[src/design/ccs_pkg.sv]
// ============================================================================
// ccs_pkg: shared definitions of the corner-cutting smoother
// Default sizes, the width of the depth register and the control word that
// the top level hands to every smoothing cell.
// ============================================================================
package ccs_pkg;

    localparam int MAX_DEPTH_DEF   = 4;
    localparam int COORD_WIDTH_DEF = 32;
    localparam int DEPTH_W         = 3;

    typedef struct packed {
        logic active;   // cell takes part in smoothing at the current depth
        logic clear;    // forget the previous vertex
    } ccs_cell_ctrl_t;

endpackage

[src/design/ccs_in_if.sv]
// ============================================================================
// ccs_in_if: vertex input channel
// Valid/ready channel carrying one polyline vertex and its last flag.
// ============================================================================
interface ccs_in_if #(
    parameter int W = ccs_pkg::COORD_WIDTH_DEF
);
    logic                valid;
    logic                ready;
    logic signed [W-1:0] x_in;
    logic signed [W-1:0] y_in;
    logic                last_in;

    modport source (output valid, output x_in, output y_in, output last_in, input ready);
    modport sink   (input valid, input x_in, input y_in, input last_in, output ready);
endinterface

[src/design/ccs_out_if.sv]
// ============================================================================
// ccs_out_if: smoothed vertex output channel
// Valid/ready channel carrying one smoothed vertex and its last flag.
// ============================================================================
interface ccs_out_if #(
    parameter int W = ccs_pkg::COORD_WIDTH_DEF
);
    logic                valid;
    logic                ready;
    logic signed [W-1:0] x_out;
    logic signed [W-1:0] y_out;
    logic                last_out;

    modport source (output valid, output x_out, output y_out, output last_out, input ready);
    modport sink   (input valid, input x_out, input y_out, input last_out, output ready);
endinterface

[src/design/ccs_cell.sv]
// ============================================================================
// ccs_cell: one corner-cutting pass
// Holds one incoming vertex and the previous vertex of the line, and emits
// the refined points into its own output register, one per cycle unless stalled.
// ============================================================================
module ccs_cell #(
    parameter int W = ccs_pkg::COORD_WIDTH_DEF
) (
    input  logic                   clk,
    input  logic                   rst_n,
    input  ccs_pkg::ccs_cell_ctrl_t ctrl,
    input  logic                   in_valid,
    output logic                   in_ready,
    input  logic signed [W-1:0]    in_x,
    input  logic signed [W-1:0]    in_y,
    input  logic                   in_last,
    output logic                   out_valid,
    input  logic                   out_ready,
    output logic signed [W-1:0]    out_x,
    output logic signed [W-1:0]    out_y,
    output logic                   out_last
);
    import ccs_pkg::*;

    typedef enum logic [5:0] {
        ST_IDLE      = 6'b000001,
        ST_BYPASS    = 6'b000010,
        ST_PASS      = 6'b000100,
        ST_NEAR_PREV = 6'b001000,
        ST_NEAR_CUR  = 6'b010000,
        ST_TAIL      = 6'b100000
    } cell_state_t;

    // floor((3*a + b) / 4), always fits back into W bits
    function automatic logic signed [W-1:0] mix3(input logic signed [W-1:0] a,
                                                 input logic signed [W-1:0] b);
        logic signed [W+1:0] ae;
        logic signed [W+1:0] be;
        logic signed [W+1:0] s;
        ae = {{2{a[W-1]}}, a};
        be = {{2{b[W-1]}}, b};
        s  = (ae <<< 1) + ae + be;
        return s[W+1:2];
    endfunction

    cell_state_t         state_reg, state_next;
    logic signed [W-1:0] cur_x_reg, cur_y_reg;
    logic                cur_last_reg;
    logic signed [W-1:0] prev_x_reg, prev_y_reg;
    logic                has_prev_reg, has_prev_next;
    logic                ov_reg;
    logic signed [W-1:0] ox_reg, oy_reg;
    logic                olast_reg;

    logic                out_load;
    logic                item_done;
    logic                in_fire;
    logic                hp_eff;
    logic signed [W-1:0] cand_x, cand_y;
    logic                cand_last;

    assign out_load = (state_reg != ST_IDLE) && (!ov_reg || out_ready);

    always_comb
    begin
        cand_x    = cur_x_reg;
        cand_y    = cur_y_reg;
        cand_last = 1'b0;
        unique case (state_reg)
            ST_BYPASS:    cand_last = cur_last_reg;
            ST_PASS:      cand_last = 1'b0;
            ST_NEAR_PREV:
            begin
                cand_x = mix3(prev_x_reg, cur_x_reg);
                cand_y = mix3(prev_y_reg, cur_y_reg);
            end
            ST_NEAR_CUR:
            begin
                cand_x = mix3(cur_x_reg, prev_x_reg);
                cand_y = mix3(cur_y_reg, prev_y_reg);
            end
            ST_TAIL:      cand_last = 1'b1;
            default:      cand_last = 1'b0;
        endcase
    end

    // The item is finished when its final point moves to the output register.
    assign item_done = out_load &&
                       ((state_reg == ST_BYPASS) || (state_reg == ST_TAIL) ||
                        (((state_reg == ST_PASS) || (state_reg == ST_NEAR_CUR)) &&
                         !cur_last_reg));

    assign in_ready = (state_reg == ST_IDLE) || item_done;
    assign in_fire  = in_valid && in_ready;

    // A vertex accepted in the cycle the previous one finishes sees its update.
    assign hp_eff = (item_done && (state_reg != ST_BYPASS)) ? !cur_last_reg : has_prev_reg;

    always_comb
    begin
        state_next = state_reg;
        if (in_fire)
        begin
            if (!ctrl.active)
                state_next = ST_BYPASS;
            else if (hp_eff)
                state_next = ST_NEAR_PREV;
            else
                state_next = ST_PASS;
        end
        else if (item_done)
            state_next = ST_IDLE;
        else if (out_load)
        begin
            unique case (state_reg)
                ST_NEAR_PREV:        state_next = ST_NEAR_CUR;
                ST_PASS, ST_NEAR_CUR: state_next = ST_TAIL;
                default:             state_next = state_reg;
            endcase
        end
    end

    always_comb
    begin
        has_prev_next = has_prev_reg;
        if (ctrl.clear)
            has_prev_next = 1'b0;
        else if (item_done && (state_reg != ST_BYPASS))
            has_prev_next = !cur_last_reg;
    end

    always_ff @(posedge clk or negedge rst_n)
    begin
        if (!rst_n)
        begin
            state_reg    <= ST_IDLE;
            has_prev_reg <= 1'b0;
            ov_reg       <= 1'b0;
        end
        else
        begin
            state_reg    <= state_next;
            has_prev_reg <= has_prev_next;
            if (out_load)
                ov_reg <= 1'b1;
            else if (out_ready)
                ov_reg <= 1'b0;
        end
    end

    always_ff @(posedge clk)
    begin
        if (in_fire)
        begin
            cur_x_reg    <= in_x;
            cur_y_reg    <= in_y;
            cur_last_reg <= in_last;
        end
        if (item_done && (state_reg != ST_BYPASS))
        begin
            prev_x_reg <= cur_x_reg;
            prev_y_reg <= cur_y_reg;
        end
        if (out_load)
        begin
            ox_reg    <= cand_x;
            oy_reg    <= cand_y;
            olast_reg <= cand_last;
        end
    end

    assign out_valid = ov_reg;
    assign out_x     = ox_reg;
    assign out_y     = oy_reg;
    assign out_last  = olast_reg;

    // The second cut point of a segment always follows the first one.
    a_near_cur_order: assert property (@(posedge clk) disable iff (!rst_n)
        state_reg == ST_NEAR_CUR |->
            $past(state_reg) == ST_NEAR_PREV || $past(state_reg) == ST_NEAR_CUR)
        else $error("ccs_cell: second cut point without the first");

    a_tail_only_last: assert property (@(posedge clk) disable iff (!rst_n)
        state_reg == ST_TAIL |-> cur_last_reg)
        else $error("ccs_cell: closing point on a vertex that is not last");

    a_tail_sets_last: assert property (@(posedge clk) disable iff (!rst_n)
        out_load && state_reg == ST_TAIL |=> out_valid && out_last)
        else $error("ccs_cell: closing point left without its last flag");

    a_clear_forgets: assert property (@(posedge clk) disable iff (!rst_n)
        ctrl.clear |=> !has_prev_reg)
        else $error("ccs_cell: previous vertex kept across a depth write");

    a_bypass_keeps_prev: assert property (@(posedge clk) disable iff (!rst_n)
        state_reg == ST_BYPASS && !ctrl.clear |=> $stable(has_prev_reg))
        else $error("ccs_cell: inactive cell changed its line state");

endmodule

[src/design/chaikin_corner_cutting_smoother_unit.sv]
// ============================================================================
// chaikin_corner_cutting_smoother_unit: streaming polyline smoother
// Chain of corner-cutting cells; smoothing_depth of them are active.
// ============================================================================
// The unit is a row of MAX_DEPTH smoothing cells, each with its own vertex
// register and output register; the first smoothing_depth cells refine the
// line and the rest pass items straight on. Every cell moves one point per
// cycle while its output is not stalled, so the last cell delivers one
// result per cycle when the output channel is ready. An input vertex expands
// to 2^depth results in steady state (2^(depth+1)-1 on a line's last vertex)
// and to one result at depth zero. In each cell an accepted vertex passes
// through the vertex register and then the output register. Results are
// delivered in order through the output register, which lets the chain keep
// taking vertices while a result waits. Write smoothing_depth only while no
// item is in flight; the write also starts a new line in every cell. Depth
// values above MAX_DEPTH act as MAX_DEPTH.
module chaikin_corner_cutting_smoother_unit #(
    parameter int MAX_DEPTH   = ccs_pkg::MAX_DEPTH_DEF,
    parameter int COORD_WIDTH = ccs_pkg::COORD_WIDTH_DEF
) (
    input  logic                        clk,
    input  logic                        rst_n,
    input  logic                        smoothing_depth_we,
    input  logic [ccs_pkg::DEPTH_W-1:0] smoothing_depth_wdata,
    ccs_in_if.sink                      line_pts,
    ccs_out_if.source                   smooth_pts
);
    import ccs_pkg::*;

    logic [DEPTH_W-1:0] smoothing_depth_reg;

    logic                          lk_valid [0:MAX_DEPTH];
    logic                          lk_ready [0:MAX_DEPTH];
    logic signed [COORD_WIDTH-1:0] lk_x     [0:MAX_DEPTH];
    logic signed [COORD_WIDTH-1:0] lk_y     [0:MAX_DEPTH];
    logic                          lk_last  [0:MAX_DEPTH];

    always_ff @(posedge clk or negedge rst_n)
    begin
        if (!rst_n)
            smoothing_depth_reg <= '0;
        else if (smoothing_depth_we)
            smoothing_depth_reg <= smoothing_depth_wdata;
    end

    assign lk_valid[0]    = line_pts.valid;
    assign lk_x[0]        = line_pts.x_in;
    assign lk_y[0]        = line_pts.y_in;
    assign lk_last[0]     = line_pts.last_in;
    assign line_pts.ready = lk_ready[0];

    for (genvar i = 0; i < MAX_DEPTH; i++)
    begin : g_cell
        ccs_cell_ctrl_t ctrl;

        assign ctrl = '{active: (DEPTH_W'(i) < smoothing_depth_reg),
                        clear:  smoothing_depth_we};

        ccs_cell #(
            .W (COORD_WIDTH)
        ) u_cell (
            .clk       (clk),
            .rst_n     (rst_n),
            .ctrl      (ctrl),
            .in_valid  (lk_valid[i]),
            .in_ready  (lk_ready[i]),
            .in_x      (lk_x[i]),
            .in_y      (lk_y[i]),
            .in_last   (lk_last[i]),
            .out_valid (lk_valid[i+1]),
            .out_ready (lk_ready[i+1]),
            .out_x     (lk_x[i+1]),
            .out_y     (lk_y[i+1]),
            .out_last  (lk_last[i+1])
        );
    end

    assign smooth_pts.valid     = lk_valid[MAX_DEPTH];
    assign smooth_pts.x_out     = lk_x[MAX_DEPTH];
    assign smooth_pts.y_out     = lk_y[MAX_DEPTH];
    assign smooth_pts.last_out  = lk_last[MAX_DEPTH];
    assign lk_ready[MAX_DEPTH]  = smooth_pts.ready;

endmodule

[src/flat_wrapper.sv]
// flat-port wrapper written by rule: the top's interface ports become plain ports
module chaikin_corner_cutting_smoother_unit_flat import ccs_pkg::*;
#(
    parameter int MAX_DEPTH   = ccs_pkg::MAX_DEPTH_DEF,
    parameter int COORD_WIDTH = ccs_pkg::COORD_WIDTH_DEF
)
  (clk, rst_n, smoothing_depth_we, smoothing_depth_wdata, line_pts_valid, line_pts_x_in, line_pts_y_in, line_pts_last_in, line_pts_ready, smooth_pts_valid, smooth_pts_x_out, smooth_pts_y_out, smooth_pts_last_out, smooth_pts_ready);
  ccs_in_if #(.W((COORD_WIDTH_DEF))) line_pts_i ();
  ccs_out_if #(.W((COORD_WIDTH_DEF))) smooth_pts_i ();
  input  logic clk;
  input  logic rst_n;
  input  logic smoothing_depth_we;
  input  logic [ccs_pkg::DEPTH_W-1:0] smoothing_depth_wdata;
  input wire logic [$bits(line_pts_i.valid)-1:0] line_pts_valid;
  input wire logic [$bits(line_pts_i.x_in)-1:0] line_pts_x_in;
  input wire logic [$bits(line_pts_i.y_in)-1:0] line_pts_y_in;
  input wire logic [$bits(line_pts_i.last_in)-1:0] line_pts_last_in;
  output wire logic [$bits(line_pts_i.ready)-1:0] line_pts_ready;
  output wire logic [$bits(smooth_pts_i.valid)-1:0] smooth_pts_valid;
  output wire logic [$bits(smooth_pts_i.x_out)-1:0] smooth_pts_x_out;
  output wire logic [$bits(smooth_pts_i.y_out)-1:0] smooth_pts_y_out;
  output wire logic [$bits(smooth_pts_i.last_out)-1:0] smooth_pts_last_out;
  input wire logic [$bits(smooth_pts_i.ready)-1:0] smooth_pts_ready;
  assign line_pts_i.valid = line_pts_valid;
  assign line_pts_i.x_in = line_pts_x_in;
  assign line_pts_i.y_in = line_pts_y_in;
  assign line_pts_i.last_in = line_pts_last_in;
  assign line_pts_ready = line_pts_i.ready;
  assign smooth_pts_valid = smooth_pts_i.valid;
  assign smooth_pts_x_out = smooth_pts_i.x_out;
  assign smooth_pts_y_out = smooth_pts_i.y_out;
  assign smooth_pts_last_out = smooth_pts_i.last_out;
  assign smooth_pts_i.ready = smooth_pts_ready;
  chaikin_corner_cutting_smoother_unit #(.MAX_DEPTH(MAX_DEPTH), .COORD_WIDTH(COORD_WIDTH)) u_core (.clk(clk), .rst_n(rst_n), .smoothing_depth_we(smoothing_depth_we), .smoothing_depth_wdata(smoothing_depth_wdata), .line_pts(line_pts_i), .smooth_pts(smooth_pts_i));
endmodule
[config.mk]
export PLATFORM = sky130hd
export DESIGN_NAME = chaikin_corner_cutting_smoother_unit_flat
export DESIGN_NICKNAME = d
export VERILOG_FILES = /design/src/design/ccs_pkg.sv /design/src/design/ccs_in_if.sv /design/src/design/ccs_out_if.sv /design/src/design/ccs_cell.sv /design/src/design/chaikin_corner_cutting_smoother_unit.sv /design/src/flat_wrapper.sv
export SDC_FILE = /design/constraint.sdc
export NUM_CORES = 2
export LEC_CHECK = 0
export BUFFER_PORTS_ARGS = -buffer_cell sky130_fd_sc_hd__buf_2
export CORE_MARGIN = 2
export CORE_UTILIZATION = 35
export DETAILED_ROUTE_END_ITERATION = 8
export PLACE_DENSITY_LB_ADDON = 0.25
export SETUP_SLACK_MARGIN = 0.15
export SLEW_MARGIN = 30
export SYNTH_ARGS = -nofsm -noshare
export SYNTH_HDL_FRONTEND = slang
export SYNTH_SLANG_ARGS = --single-unit
[constraint.sdc]
create_clock -name clk -period 16.19 [get_ports clk]
set_input_delay 3.238 -clock clk [delete_from_list [all_inputs] [get_ports clk]]
set_output_delay 3.238 -clock clk [all_outputs]
set_load 0.03 [all_outputs]
==> results.sh <==
export IMPL_final_common_cell="edfxtp_1"
export IMPL_ys_ff_latch=811
export IMPL_reg2reg_slack_ns=11.34
export IMPL_end_kind="output port"
export IMPL_max_freq_mhz=121
export IMPL_setup_worst_path_class="primary input to output port"
export IMPL_clk_pin_slew_ns=0.06
export IMPL_ctsLongestPathBuffers=3
export IMPL_ys_seq_area_frac=0.385
export IMPL_hp_class="flop to flop"
export IMPL_netlist_instances=5421
export IMPL_cp_max_fo=6
export IMPL_cp_data_arrival_time_ns=5.05
export IMPL_layout_setup_ws_ns=7.90
export IMPL_synthDominantAreaCellType="edfxtp_1"
export IMPL_vias=42600
export IMPL_numPlacedInstances=7834
export IMPL_design_die_area_um2=183000
export IMPL_yosysUniqueCellTypes=100
export IMPL_ys_warnings_count=0
export IMPL_finalWeightedCongestion=0.876
export IMPL_cp_start_kind="primary input"
export IMPL_dpl_hpwl_um=106000
export IMPL_wl_per_cell_um=17.2
export IMPL_ir_drop_mv=0.0973
export IMPL_cts_setup_buffers=0
export IMPL_postRouteAntennaNets=0
export IMPL_clk_latency_ns=0.71
export IMPL_cts_tree="done"
export IMPL_die_w_um=428
export IMPL_run_status="finished clean"
export IMPL_grt_pass1_wl_um=228000
export IMPL_power_mw=9.87
export IMPL_rsz0062_at_grt="false"
export IMPL_fillers=17200
export IMPL_drv_slew=0
export IMPL_crit_family="compound AO/OA/AOI/OAI gates"
export IMPL_register_area_um2=24200
export IMPL_syn_to_final_growth_pct=11.0
export IMPL_path_buf_inv=2
export IMPL_cts_resized=0
export IMPL_worst_pin_slew_ns=0.875
export IMPL_period_needed_ns=8.29
export IMPL_clockRootBuffer="clkbuf_16"
export IMPL_post_dp_cell_area_um2=66400
export IMPL_fin_crit_sh=0.512
export IMPL_synth_area_top_cells="edfxtp_1, fa_1, ha_1"
export IMPL_start_util=0.352
export IMPL_postCtsHoldBufs=0
export IMPL_cp_common_cell="buf_2"
export IMPL_insertedDiodeCount=0
export IMPL_stdcell_count=8007
export IMPL_relSlewSlack=0.415
export IMPL_path_cells="buf_2 -> nand2b_1 -> nand2_2 -> nand3_4 -> a21oi_2 -> a211o_4 -> a31oi_4 -> nand2_4 -> nand2b_2 -> buf_2"
export IMPL_track_usage=0.152
export IMPL_multi_input_area_um2=37800
export IMPL_grt_overflow=0
export IMPL_antenna_found_initial=0
export IMPL_r2r_start="u_core.g_cell[3].u_cell.cur_y_reg[0]"
export IMPL_design_area_um2=69700
export IMPL_grt_pass1_vias=43000
export IMPL_drive_above_1_share=0.0731
export IMPL_leakage_nw=26.6
export IMPL_final_core_util=0.391
export IMPL_fp_dieH_um=428
export IMPL_final_nets=6658
export IMPL_slowest_delay_ns=0.42
export IMPL_synth_edff_count=776
export IMPL_cts_buffers=96
export IMPL_finClkSkew_ns=0.0268
export IMPL_core_um2=178000
export IMPL_final_cell_mix="edfxtp_1, fa_1, ha_1, a21oi_1, o21ai_0"
export IMPL_io_buffers=139
export IMPL_syn_area_per_cell_um2=11.6
export IMPL_synth_top_flop_cell="edfxtp_1"
export IMPL_via_per_inst=5.32
export IMPL_htree_levels=3
export IMPL_dr_pass1_iters=5
export IMPL_rows=155
export IMPL_drc=0
export IMPL_setup_tns_ns=0
export IMPL_powerDensity_nw_per_um2=142
export IMPL_crit_start="smooth_pts_ready"
export IMPL_setup_viol=0
export IMPL_hold_viol_final=0
export IMPL_syn_cell_area_um2=62800
export IMPL_post_synth_top_area_fraction=0.371
export IMPL_totalWireLength_um=138000
export IMPL_dp_slack_ns=7.89
export IMPL_hp_start="u_core.g_cell[1].u_cell.out_x[18]"
export IMPL_required_ns=12.95
export IMPL_grt_max_degree=69
export IMPL_cap_violations=0
export IMPL_ioPinCount=140
export IMPL_first_iter_violations=2471
export IMPL_syn_nets=6502
export IMPL_fin_hold_ws_ns=0.395
export IMPL_cpMaxStageDelayCell="a211o_4"
export IMPL_cts_sinks=811
export IMPL_ys_async_sr_fraction=0.0432
==> per-layer routing <==
layer | global-route usage | part of all wire
met1 | 0.237 | 0.53
met3 | 0.0198 | 0.041
met4 | 0.0357 | 0.022
met2 | 0.221 | 0.41
met5 | 0 | 0
==> path summary, 6_finish.rpt <==
kind / endpoint / depth (start not counted)
max: line_pts_ready / 10
min: u_core.g_cell[2].u_cell.cur_x_reg[18] / 0
max reg2reg: u_core.g_cell[3].u_cell.out_y[25] / 14
min reg2reg: u_core.g_cell[2].u_cell.cur_x_reg[18] / 0
max in group asynchronous: u_core.g_cell[0].u_cell.state_reg[5] / 1
min in group asynchronous: u_core.g_cell[3].u_cell.state_reg[1] / 1
==> kinds of logic (layout without fill, tap and decap cells) <==
| kind of cell | Yosys count | count (layout) | synth area share |
|---|---|---|---|
| flip-flops | 811 | 811 | 0.385 |
| AO/OA/AOI/OAI | 1758 | 1758 | 0.186 |
| adder cells (fa/ha/maj) | 1008 | 1008 | 0.262 |
| multiplexers | 14 | 14 | 0.00253 |
| buffers and inverters | 257 | 488 | 0.0155 |
| AND/OR/NAND/NOR | 1144 | 1144 | 0.0891 |
| XOR/XNOR | 429 | 429 | 0.0598 |
==> worst reg2reg max path: cells and delay by family, from the launching register on <==
| kind | cells | cell delay (ns) |
|---|---|---|
| AO/OA/AOI/OAI | 11 | 2.93 |
| adder cells (fa/ha/maj) | 2 | 0.99 |
| flip-flops | 1 | 0.49 |
| AND/OR/NAND/NOR | 1 | 0.18 |
==> layout make-up <==
type | instances | area share
inverter | 142 | 0.00765
sequential | 811 | 0.347
tap | 2355 | 0.0423
multi-input combinational | 4353 | 0.542
clock inverter | 66 | 0.0117
clock buffer | 107 | 0.0357
timing repair buffer | 173 | 0.0137
==> synthesized netlist by cell type, drive strengths merged (13+ instances only) <==
| cell type | count |
|---|---|
| edfxtp | 776 |
| fa | 512 |
| ha | 496 |
| a21oi | 406 |
| o21ai | 380 |
| nand2 | 331 |
| xnor2 | 257 |
| nor2 | 252 |
| a21o | 223 |
| xor2 | 172 |
| a22oi | 147 |
| inv | 142 |
| nand3 | 102 |
| clkbuf | 101 |
| nor3 | 100 |
| nand2b | 74 |
| o221ai | 70 |
| o21bai | 64 |
| and3 | 61 |
| o21a | 61 |
| a211oi | 50 |
| a31oi | 47 |
| nor2b | 43 |
| nand4 | 40 |
| o31ai | 38 |
| or3 | 32 |
| dfrtp | 31 |
| o211ai | 24 |
| and2 | 23 |
| a221oi | 20 |
| a2111oi | 18 |
| a21boi | 18 |
| or2 | 18 |
| a221o | 16 |
| a211o | 15 |
| nor3b | 15 |
| o22ai | 15 |
| o31a | 15 |
| buf | 14 |
| o41ai | 13 |
==> power breakdown <==
group,switching (mW),total (mW),internal (mW)
Combinational,2.68,4.67,1.99
Sequential,0.290,2.95,2.66
Clock,0.889,2.25,1.36
(Power assumes the default switching activity.)
